<file path="src/rtl/scc_pkg.sv">
// Shared constants and types for the strip cluster centroid block.
package scc_pkg;

  // Cluster limits and fixed-point format.
  localparam int MAX_CLUSTER_STRIPS = 64;
  localparam int FRAC_BITS          = 8;
  localparam int STRIP_COUNT        = 384;

  // Field and datapath widths.
  localparam int START_W = 9;
  localparam int AMP_W   = 13;
  localparam int MAG_W   = 13;
  localparam int POS_W   = 9;
  localparam int PROD_W  = MAG_W + POS_W;
  localparam int CSUM_W  = 19;
  localparam int WSUM_W  = 28;
  localparam int CENT_W  = 17;
  localparam int IDX_W   = $clog2(MAX_CLUSTER_STRIPS + 1);

  // Divider sizing: one quotient bit per step over the shifted dividend.
  localparam int DIVD_W = WSUM_W + FRAC_BITS;
  localparam int CNT_W  = $clog2(DIVD_W);

  // Queue between the accumulator and the divider.
  localparam int QUEUE_DEPTH = 2;
  localparam int QPTR_W      = $clog2(QUEUE_DEPTH);
  localparam int QCNT_W      = $clog2(QUEUE_DEPTH + 1);

  // Final sums of one closed cluster.
  typedef struct packed {
    logic [WSUM_W-1:0] weighted;
    logic [CSUM_W-1:0] charge;
  } sums_t;

  // Queue status seen by both sides.
  typedef struct packed {
    logic full;
    logic not_empty;
  } queue_status_t;

endpackage

</file>
<file path="src/rtl/strip_cluster_centroid.sv">
// Top level of the strip cluster centroid block.
//
//   Channel  Handshake                   Payload
//   strip    strip_valid / strip_stall   start_strip, amplitude, last_strip
//   result   result_valid / result_stall centroid, no_charge, out_of_range
//
// Strips are taken one per cycle while the strip side does not stall; a product stage
// and a saturating adder form the sums. A closed cluster waits in a two-entry queue
// for the divider, which yields one quotient bit a cycle.
// The divider takes the next cluster from the queue only once the last result is registered.
// Reset is synchronous and empties the pipeline, queue and result register.
// The strip side stalls only when a closing strip finds the queue full.
module strip_cluster_centroid (
  input  logic                            clk,
  input  logic                            rst,
  input  logic                            strip_valid,
  output logic                            strip_stall,
  input  logic [scc_pkg::START_W-1:0]     start_strip,
  input  logic signed [scc_pkg::AMP_W-1:0] amplitude,
  input  logic                            last_strip,
  output logic                            result_valid,
  input  logic                            result_stall,
  output logic [scc_pkg::CENT_W-1:0]      centroid,
  output logic                            no_charge,
  output logic                            out_of_range
);
  import scc_pkg::*;

  logic          push;
  logic          pop;
  sums_t         push_sums;
  sums_t         head;
  queue_status_t q_status;

  // Strip intake and accumulation.
  scc_front u_front (
    .clk         (clk),
    .rst         (rst),
    .strip_valid (strip_valid),
    .strip_stall (strip_stall),
    .start_strip (start_strip),
    .amplitude   (amplitude),
    .last_strip  (last_strip),
    .q_status    (q_status),
    .push        (push),
    .push_sums   (push_sums)
  );

  // Decoupling queue.
  scc_queue u_queue (
    .clk       (clk),
    .rst       (rst),
    .push      (push),
    .push_sums (push_sums),
    .pop       (pop),
    .head      (head),
    .status    (q_status)
  );

  // Centroid division and result register.
  scc_divider u_divider (
    .clk          (clk),
    .rst          (rst),
    .head         (head),
    .q_status     (q_status),
    .pop          (pop),
    .result_valid (result_valid),
    .result_stall (result_stall),
    .centroid     (centroid),
    .no_charge    (no_charge),
    .out_of_range (out_of_range)
  );

endmodule

</file>
<file path="src/rtl/scc_front.sv">
// Front end: takes strips, tracks position and accumulates the cluster sums.
module scc_front (
  input  logic                         clk,
  input  logic                         rst,
  input  logic                         strip_valid,
  output logic                         strip_stall,
  input  logic [scc_pkg::START_W-1:0]  start_strip,
  input  logic signed [scc_pkg::AMP_W-1:0] amplitude,
  input  logic                         last_strip,
  input  scc_pkg::queue_status_t       q_status,
  output logic                         push,
  output scc_pkg::sums_t               push_sums
);
  import scc_pkg::*;

  localparam logic [POS_W-1:0] POS_MAX = '1;

  // Cluster tracking.
  logic             in_cluster;
  logic [POS_W-1:0] pos;
  logic [IDX_W-1:0] idx;

  // Product stage.
  logic              s1_valid;
  logic              s1_first;
  logic              s1_last;
  logic [MAG_W-1:0]  s1_mag;
  logic [PROD_W-1:0] s1_prod;

  // Running sums.
  logic [CSUM_W-1:0] charge_sum;
  logic [WSUM_W-1:0] weighted_sum;

  logic             accept;
  logic             s1_advance;
  logic [MAG_W-1:0] mag;
  logic [POS_W-1:0] pos_cur;
  logic [IDX_W-1:0] idx_cur;
  logic             take;

  logic [CSUM_W-1:0] charge_base;
  logic [WSUM_W-1:0] weighted_base;
  logic [CSUM_W:0]   charge_add;
  logic [WSUM_W:0]   weighted_add;
  logic [CSUM_W-1:0] charge_sum_next;
  logic [WSUM_W-1:0] weighted_sum_next;

  // Handshake: the product stage drains unless a closing strip meets a full queue.
  assign s1_advance  = s1_valid && (!s1_last || !q_status.full);
  assign strip_stall = s1_valid && !s1_advance;
  assign accept      = strip_valid && !strip_stall;

  // Magnitude of the amplitude and the position of this strip.
  assign mag     = amplitude[AMP_W-1] ? MAG_W'(-amplitude) : MAG_W'(amplitude);
  assign pos_cur = in_cluster ? pos : POS_W'(start_strip);
  assign idx_cur = in_cluster ? idx : '0;
  assign take    = idx_cur < IDX_W'(MAX_CLUSTER_STRIPS);

  // Accumulation with saturation; a new cluster starts from zero.
  assign charge_base   = s1_first ? '0 : charge_sum;
  assign weighted_base = s1_first ? '0 : weighted_sum;
  assign charge_add    = {1'b0, charge_base} + (CSUM_W + 1)'(s1_mag);
  assign weighted_add  = {1'b0, weighted_base} + (WSUM_W + 1)'(s1_prod);
  assign charge_sum_next   = charge_add[CSUM_W] ? '1 : charge_add[CSUM_W-1:0];
  assign weighted_sum_next = weighted_add[WSUM_W] ? '1 : weighted_add[WSUM_W-1:0];

  assign push               = s1_advance && s1_last;
  assign push_sums.weighted = weighted_sum_next;
  assign push_sums.charge   = charge_sum_next;

  // Position tracking and the product stage.
  always_ff @(posedge clk) begin
    if (rst) begin
      in_cluster <= 1'b0;
      pos        <= '0;
      idx        <= '0;
      s1_valid   <= 1'b0;
    end else begin
      if (accept) begin
        in_cluster <= !last_strip;
        s1_valid   <= 1'b1;
        pos        <= (take && pos_cur != POS_MAX) ? pos_cur + 1'b1 : pos_cur;
        idx        <= take ? idx_cur + 1'b1 : idx_cur;
      end else if (s1_advance) begin
        s1_valid <= 1'b0;
      end
    end
  end

  // Payload of the product stage.
  always_ff @(posedge clk) begin
    if (accept) begin
      s1_first <= !in_cluster;
      s1_last  <= last_strip;
      s1_mag   <= take ? mag : '0;
      s1_prod  <= take ? PROD_W'(mag) * PROD_W'(pos_cur) : '0;
    end
  end

  // Running sums follow each strip that leaves the product stage.
  always_ff @(posedge clk) begin
    if (rst) begin
      charge_sum   <= '0;
      weighted_sum <= '0;
    end else if (s1_advance) begin
      charge_sum   <= charge_sum_next;
      weighted_sum <= weighted_sum_next;
    end
  end

  // A stall is only ever caused by a closing strip waiting for queue space.
  assert property (@(posedge clk) disable iff (rst)
    strip_stall |-> (s1_valid && s1_last && q_status.full))
    else $error("front stalled without a blocked closing strip");

endmodule

</file>
<file path="src/rtl/scc_queue.sv">
// Short queue of closed-cluster sums between the front end and the divider.
module scc_queue (
  input  logic                   clk,
  input  logic                   rst,
  input  logic                   push,
  input  scc_pkg::sums_t         push_sums,
  input  logic                   pop,
  output scc_pkg::sums_t         head,
  output scc_pkg::queue_status_t status
);
  import scc_pkg::*;

  sums_t             entries [QUEUE_DEPTH];
  logic [QPTR_W-1:0] wr_ptr;
  logic [QPTR_W-1:0] rd_ptr;
  logic [QCNT_W-1:0] count;

  assign status.full      = count == QCNT_W'(QUEUE_DEPTH);
  assign status.not_empty = count != '0;
  assign head             = entries[rd_ptr];

  // Pointers and fill count.
  always_ff @(posedge clk) begin
    if (rst) begin
      wr_ptr <= '0;
      rd_ptr <= '0;
      count  <= '0;
    end else begin
      if (push) begin
        wr_ptr <= (wr_ptr == QPTR_W'(QUEUE_DEPTH - 1)) ? '0 : wr_ptr + 1'b1;
      end
      if (pop) begin
        rd_ptr <= (rd_ptr == QPTR_W'(QUEUE_DEPTH - 1)) ? '0 : rd_ptr + 1'b1;
      end
      case ({push, pop})
        2'b10:   count <= count + 1'b1;
        2'b01:   count <= count - 1'b1;
        default: count <= count;
      endcase
    end
  end

  // Entry storage.
  always_ff @(posedge clk) begin
    if (push) begin
      entries[wr_ptr] <= push_sums;
    end
  end

  assert property (@(posedge clk) disable iff (rst) push |-> !status.full)
    else $error("push into a full queue");

  assert property (@(posedge clk) disable iff (rst) pop |-> status.not_empty)
    else $error("pop from an empty queue");

endmodule

</file>
<file path="src/rtl/scc_divider.sv">
// Back end: restoring divider that forms the centroid and holds the result.
module scc_divider (
  input  logic                        clk,
  input  logic                        rst,
  input  scc_pkg::sums_t              head,
  input  scc_pkg::queue_status_t      q_status,
  output logic                        pop,
  output logic                        result_valid,
  input  logic                        result_stall,
  output logic [scc_pkg::CENT_W-1:0]  centroid,
  output logic                        no_charge,
  output logic                        out_of_range
);
  import scc_pkg::*;

  localparam logic [DIVD_W-1:0] CENT_MAX   = DIVD_W'({CENT_W{1'b1}});
  localparam logic [DIVD_W-1:0] CENT_LIMIT = DIVD_W'(STRIP_COUNT) << FRAC_BITS;

  typedef enum logic [1:0] {
    IDLE,
    DIVIDE,
    FINISH
  } state_t;

  state_t            state;
  logic [CNT_W-1:0]  cnt;
  logic [CSUM_W-1:0] divisor;
  logic [CSUM_W-1:0] rem;
  logic [DIVD_W-1:0] quot;
  logic              nc;

  logic [CSUM_W:0]   trial;
  logic [CSUM_W+1:0] diff;
  logic              ge;
  logic              out_free;

  // One quotient bit per step.
  assign trial    = {rem, quot[DIVD_W-1]};
  assign diff     = {1'b0, trial} - (CSUM_W + 2)'(divisor);
  assign ge       = !diff[CSUM_W+1];
  assign out_free = !result_valid || !result_stall;
  assign pop      = (state == IDLE) && q_status.not_empty;

  // Sequencer with the result register.
  always_ff @(posedge clk) begin
    if (rst) begin
      state        <= IDLE;
      result_valid <= 1'b0;
    end else begin
      // A finished division refills the result register as it empties.
      if (state == FINISH && out_free) begin
        result_valid <= 1'b1;
      end else if (!result_stall) begin
        result_valid <= 1'b0;
      end
      case (state)
        IDLE: begin
          if (q_status.not_empty) begin
            divisor <= head.charge;
            nc      <= head.charge == '0;
            rem     <= '0;
            cnt     <= CNT_W'(DIVD_W - 1);
            if (head.charge == '0) begin
              quot  <= '0;
              state <= FINISH;
            end else begin
              quot  <= DIVD_W'(head.weighted) << FRAC_BITS;
              state <= DIVIDE;
            end
          end
        end
        DIVIDE: begin
          rem  <= ge ? diff[CSUM_W-1:0] : trial[CSUM_W-1:0];
          quot <= {quot[DIVD_W-2:0], ge};
          if (cnt == '0) begin
            state <= FINISH;
          end else begin
            cnt <= cnt - 1'b1;
          end
        end
        FINISH: begin
          if (out_free) begin
            centroid     <= (quot > CENT_MAX) ? '1 : quot[CENT_W-1:0];
            no_charge    <= nc;
            out_of_range <= quot >= CENT_LIMIT;
            state        <= IDLE;
          end
        end
        default: state <= IDLE;
      endcase
    end
  end

  assert property (@(posedge clk) disable iff (rst)
    (state == DIVIDE) |-> (rem < divisor))
    else $error("partial remainder not below divisor");

  assert property (@(posedge clk) disable iff (rst)
    (result_valid && no_charge) |-> (centroid == '0 && !out_of_range))
    else $error("empty cluster reported with a centroid");

endmodule

</file>
<file path="config.mk">
export PLATFORM = sky130hd
export DESIGN_NAME = strip_cluster_centroid
export DESIGN_NICKNAME = d
export VERILOG_FILES = /design/src/rtl/scc_pkg.sv /design/src/rtl/strip_cluster_centroid.sv /design/src/rtl/scc_front.sv /design/src/rtl/scc_queue.sv /design/src/rtl/scc_divider.sv
export SDC_FILE = /design/constraint.sdc
export NUM_CORES = 1
export LEC_CHECK = 0
export BUFFER_PORTS_ARGS = -buffer_cell sky130_fd_sc_hd__buf_4
export CORE_AREA = 2 2 167 169
export CTS_BUF_LIST = sky130_fd_sc_hd__clkbuf_2
export DETAILED_ROUTE_END_ITERATION = 10
export DIE_AREA = 0 0 169 171
export MAX_ROUTING_LAYER = met4
export PLACE_DENSITY = 0.87
export SLEW_MARGIN = 5
export SYNTH_ARGS = -nofsm -noshare
export SYNTH_HDL_FRONTEND = slang
export SYNTH_SLANG_ARGS = --single-unit
</file>
<file path="constraint.sdc">
create_clock -name clk -period 20 [get_ports clk]
set_clock_uncertainty 0.1 [all_clocks]
set_input_delay 4 -clock clk [delete_from_list [all_inputs] [get_ports clk]]
set_output_delay 4 -clock clk [all_outputs]
set_load 0.05 [all_outputs]
</file>
* Word-level counts from Yosys, hierarchy flattened
Memories as Yosys holds them, arrays and structs flattened. A register that Yosys moved wholly into a read port is not among the register bits.
Index checks and enable logic that the tools add are counted.
** Word-level totals
- Logic and storage cells :: 115
- Bits in writable memories :: 94
- Bits of input ports :: 27
- Output and inout bits :: 21
- Flip-flop bits (word level) :: 209
- Memories kept :: 1
** Memories
- u_queue.entries :: depth 2, bits a word 47, rd ports 1, clocked after memory_dff 1, wr ports 1, line scc_queue.sv:13 : sums_t entries [QUEUE_DEPTH];
** Operators by class
- $lt $le $gt $ge :: 3
- Equal/unequal tests :: 11
- Multiplexer cells :: 34
- Reductions and logical operators :: 30
- $mul :: 1
- $add $sub $neg :: 11
- Bitwise operators :: 1
** Operators with widths (number)
- 19-bit two-way mux :: 4
- 36-bit two-way mux :: 2
- 36-bit one-hot mux with 2 select lines :: 1
- 28-bit two-way mux :: 2
- 19-bit one-hot mux with 2 select lines :: 1
- 36-bit by 17-bit greater-or-equal comparator with 1-bit output (second input constant) :: 1
- 36-bit by 17-bit greater-than comparator with 1-bit output (second input constant) :: 1
- 28-bit by 22-bit adder with 29-bit output :: 1
- 13-bit by 9-bit multiplier with 22-bit output :: 1
- 20-bit by 19-bit subtractor with 21-bit output :: 1
- 19-bit by 13-bit adder with 20-bit output :: 1
- 19-bit zero test :: 1
- 9-bit two-way mux :: 2
- 7-bit two-way mux :: 2
- 13-bit two-way mux :: 1
- 13-bit negation :: 1
- 6-bit two-way mux :: 2
- 6-bit one-hot mux with 2 select lines :: 1
- 3-bit AND reduction :: 4
- 1-bit two-way mux :: 10
- 9-bit by 1-bit adder with 9-bit output (second input constant) :: 1
- 1-bit zero test :: 9
- 9-bit != test (second input constant) :: 1
- 2-bit two-way mux :: 4
- 19 further kinds :: 36

* Longest topological paths before layout
- Depth after elaboration :: 9
- Mapped depth :: 25
- Mapped depth without buffers :: 25

* By module
A second synthesis with hierarchy kept.
** Unflattened totals
- Cells, all modules :: 1869
- Area total of the unflattened synthesis :: 19069.5 µm²
** By module, submodules not included
- scc_front :: times used 1, cells an instance 1223, area each 10231.1 µm²
- scc_divider :: times used 1, cells an instance 478, area each 5246.3 µm²
- scc_queue :: times used 1, cells an instance 168, area each 3592.2 µm²

* Worst setup path before layout
OpenSTA, ideal clock, no wires.
- Kind :: input-to-reg
- Start :: input amplitude[0] (netlist bit)
- End :: register u_front.s1_prod[17] (data pin)
- Slack :: 10.542 ns
- Library setup time :: 0.266 ns
- Stages :: 21
- Arrival :: 9.092 ns
- Path through :: inv_2 > nand2_1 > or4_1 > or2_2 > o21ai_0 > xor2_1 > nor2_1 > fa_1 > fa_1 > fa_1 > inv_1 > fa_1 > inv_1 > ha_1 > or2_2 > o31a_1 > a31oi_1 > a21oi_1 > a21oi_1 > xor2_1 > nor2_1
** Between the ends
- Word-level cells in the longest chain between the ends :: 3
** Ends and longest elaborated chain
- from (decl) :: line strip_cluster_centroid.sv:19 : input logic signed [scc_pkg::AMP_W-1:0] amplitude,
- 13-bit negation :: line scc_front.sv:54 : assign mag = amplitude[AMP_W-1] ? MAG_W'(-amplitude) : MAG_W'(amplitude);
- 13-bit two-way mux * :: line scc_front.sv:54
- 13-bit by 9-bit multiplier with 22-bit output * :: line scc_front.sv:96 : s1_prod <= take ? PROD_W'(mag) * PROD_W'(pos_cur) : '0;
- to (signal assigned) :: line scc_front.sv:96
- to (decl) :: line scc_front.sv:28 : logic [PROD_W-1:0] s1_prod;
Mark *: on every way between the ends. The rest lies on a longest branch, timed or not.
A chain may end at the register's enable or synchronous reset.

* Worst setup path after layout
- Start :: input amplitude[0] (netlist bit)
- End :: register u_front.s1_prod[20] (data pin)
Same word-level chain as after synthesis.

==> results.json <==
{
  "critPathSlowestCell": "fa_1",
  "initial_utilization": 0.685,
  "endpoint_kind": "register",
  "rows": 61,
  "wl_mm": 38.6,
  "fin_area_mm2": 0.0202,
  "ant_nets": 0,
  "path_max_fanout": 9,
  "min_path_type": "register to register",
  "core_area_mm2": 0.0273,
  "drt-pass1-iter-count": 5,
  "viasPerCell": 5.93,
  "yosys_register_bits": 304,
  "clkLatencyLatePin_ps": 870,
  "cts.repair.resized": 0,
  "drc": 0,
  "avgSynthCellArea_um2": 10.3,
  "nFillCells": 1883,
  "syn_area_mm2": 0.0187,
  "fin_crit_ps": 9380,
  "synth_top_cell_by_area": "edfxtp_1",
  "numCtsBuffers": 75,
  "ys_seq_area_frac": 0.449,
  "worst_pin_slew_ps": 1150,
  "io_pins": 48,
  "portBuffers": 47,
  "cp_slowest_stage_delay_ps": 550,
  "grt_pass1_wl_mm": 63.5,
  "power.switching_mw": 0.960,
  "placed_cell_area_mm2": 0.0194,
  "leakagePower_nw": 8.35,
  "clockBufferDepth": 3,
  "startpoint_type": "input pin",
  "cts.sinks": 304,
  "arrival_ps": 9860,
  "via_count": 13600,
  "p_total_mw": 2.48,
  "p_sw_frac": 0.387,
  "fp.dieH_um": 171,
  "setup_viol": 0,
  "clkTransAtPathRegs_ps": 100,
  "antenna_found_initial": 1,
  "final_max_slew_viol_count": 0,
  "clockPowerShare": 0.181,
  "synth_top_flop_cell": "edfxtp_1",
  "synth_top_cell_area_share": 0.371,
  "p_seq_frac": 0.366,
  "p_comb_frac": 0.453,
  "cap_violations": 0,
  "cts_tree": "yes",
  "ys_warn_count": 0,
  "dp_hpwl_mm": 27.6,
  "synth-edff-count": 231,
  "intPower_mw": 1.52,
  "fp.dieW_um": 169,
  "gp_routability_congestion": 0.943,
  "yosys-top-cells-area": "edfxtp_1 37%, fa_1 8.7%, dfxtp_1 7.8%",
  "irDropWorstVdd_mv": 0.0672,
  "grt_pass1_vias": 13400,
  "ys_async_sr_fraction": 0,
  "slew_headroom": 0.229,
  "period_share": 0.469,
  "path_cells": "buf_4, inv_2, nand2_1, or4_1, or2_2, o21ai_0, xnor2_1, nand2_1, fa_1, inv_1, fa_1, inv_1, fa_1, fa_1, inv_1, ha_1, o21ai_0, a21boi_0, o21ai_0, a211oi_1, o21ai_0, a21oi_1, a31oi_1, mux2i_1",
  "drtIter0Drc": 1113,
  "wire_per_inst_um": 16.8,
  "cts_root_buffer": "clkbuf_2",
  "place_inst": 2153,
  "fmax_mhz": 107,
  "rsz0062_at_grt": "no",
  "synth.distinct_cells": 71,
  "hold_viol": 0,
  "grt.overflow.total": 0,
  "status": "finished, final reports clean",
  "die_area_mm2": 0.0289,
  "grt.total_usage": 0.279,
  "synth_cells": 1813,
  "htreeDepth": 3,
  "fin_cells": 2293,
  "syn_nets": 2024,
  "required_ps": 20490,
  "area_growth_pct": 7.95,
  "hold_buffers": 0,
  "fin_util": 0.740,
  "setup_tns_ps": 0,
  "crit_type": "input pin to register",
  "postCtsSetupBuffers": 0,
  "nets": 2095,
  "grt_start_max_net_pins": 67,
  "p_per_area_mw_per_mm2": 123,
  "drive_gt1_frac": 0.129
}
flip-flops by register name, indices dropped and copies added (netlist names), 6 cells and up, named ones only:
register / count
u_front.idx: 7
u_divider.centroid: 17
u_divider.divisor: 19
u_front.s1_mag: 13
u_front.pos: 9
u_front.charge_sum: 19
u_divider.rem: 19
u_front.weighted_sum: 28
u_queue.entries: 94
u_front.s1_prod: 22
u_divider.quot: 36
u_divider.cnt: 6
layout make-up:
cell class | count | area [um2] | area share
timing repair buffer | 68 | 510 | 0.0253
multi-input combinational | 1284 | 9510 | 0.471
sequential | 304 | 8400 | 0.416
antenna | 1 | 2.50 | 0.000124
clock inverter | 40 | 285 | 0.0141
tap | 346 | 433 | 0.0214
inverter | 151 | 567 | 0.0280
clock buffer | 99 | 495 | 0.0245
layer usage:
metal / up-vias / GRT usage / share of wire
met1: 6486 / 0.345 / 0.42
li1: 6523 / - / -
met4: 0 / 0.0962 / 0.021
met3: 77 / 0.0470 / 0.061
met2: 519 / 0.470 / 0.50
met5: - / - / 0
final timing paths:
kind | startpoint | to | slack (ps) | cells after the start
worst min-delay path | u_front.pos[3]$_SDFFE_PP0P_ | u_front.pos[3]$_SDFFE_PP0P_ | 360 | 2
worst max-delay path | amplitude[0] | u_front.s1_prod[20]$_SDFFCE_PP0P_ | 10620 | 24
worst min register to register | u_front.pos[3]$_SDFFE_PP0P_ | u_front.pos[3]$_SDFFE_PP0P_ | 360 | 2
worst max register to register | u_front.in_cluster$_SDFFE_PP0P_ | u_front.s1_prod[20]$_SDFFCE_PP0P_ | 13850 | 18
power by group through the flow:
stage,Sequential (mW),Clock (mW),Combinational (mW)
2_1_floorplan,0.904,0,0.884
3_3_place_gp,0.916,0,1.06
3_5_place_dp,0.920,0,1.11
4_1_cts,0.906,0.459,1.12
5_1_grt,0.917,0.488,1.27
6_report,0.907,0.448,1.12
cell usage after synthesis (12+ instances only):
cell type,number
nor3_1,54
inv_1,150
o31ai_1,35
ha_1,103
a21o_1,21
mux2i_1,55
nand2b_1,41
dfxtp_1,73
nand2_1,153
fa_1,81
xor2_1,37
a21oi_1,75
nand3_1,19
a311oi_1,12
o21ai_0,65
mux2_2,24
nor4_1,19
nor2_1,211
or2_2,19
buf_2,12
a211oi_1,12
a31oi_1,20
and2_1,18
xnor2_1,48
o21a_1,19
nor2b_1,48
clkbuf_1,55
edfxtp_1,231
worst max-delay path, delay by kind of cell:
kind	cells	cell delay, ps
fa+ha+maj	5	2300
compound gates	8	1860
xor+xnor	1	230
simple gates	4	940
mux	1	140
buf+inv	5	410
metrics by stage:
| stage | worst slack, ps | hold slack (ps) |
|---|---|---|
| after floorplan | 10540 | 300 |
| after global placement | 10000 | 306 |
| after detailed placement | 9790 | 323 |
| after global routing | 10310 | 363 |
| after CTS | 10710 | 356 |
| final | 10620 | 355 |
cell families after synthesis:
group | synth area share
AND/OR/NAND/NOR | 0.158
AO/OA/AOI/OAI | 0.108
flip-flops | 0.449
buffers and inverters | 0.0461
adder cells (fa/ha/maj) | 0.155
XOR/XNOR | 0.0398
multiplexers | 0.0439
cells in the final DEF (no fill, tap or decap), types with 20 or more instances in the layout:
cell type,netlist,routed
edfxtp_1,231,231
nor2_1,211,208
nand2_1,153,153
inv_1,150,149
ha_1,103,103
clkbuf_2,0,99
fa_1,81,81
a21oi_1,75,75
dfxtp_1,73,72
buf_4,1,68
o21ai_0,65,65
mux2i_1,55,55
nor3_1,54,53
xnor2_1,48,48
nor2b_1,48,47
nand2b_1,41,41
xor2_1,37,37
o31ai_1,35,35
clkinv_1,0,25
mux2_2,24,24
a21o_1,21,21
a31oi_1,20,20
Power figures use the tool's default switching activity.
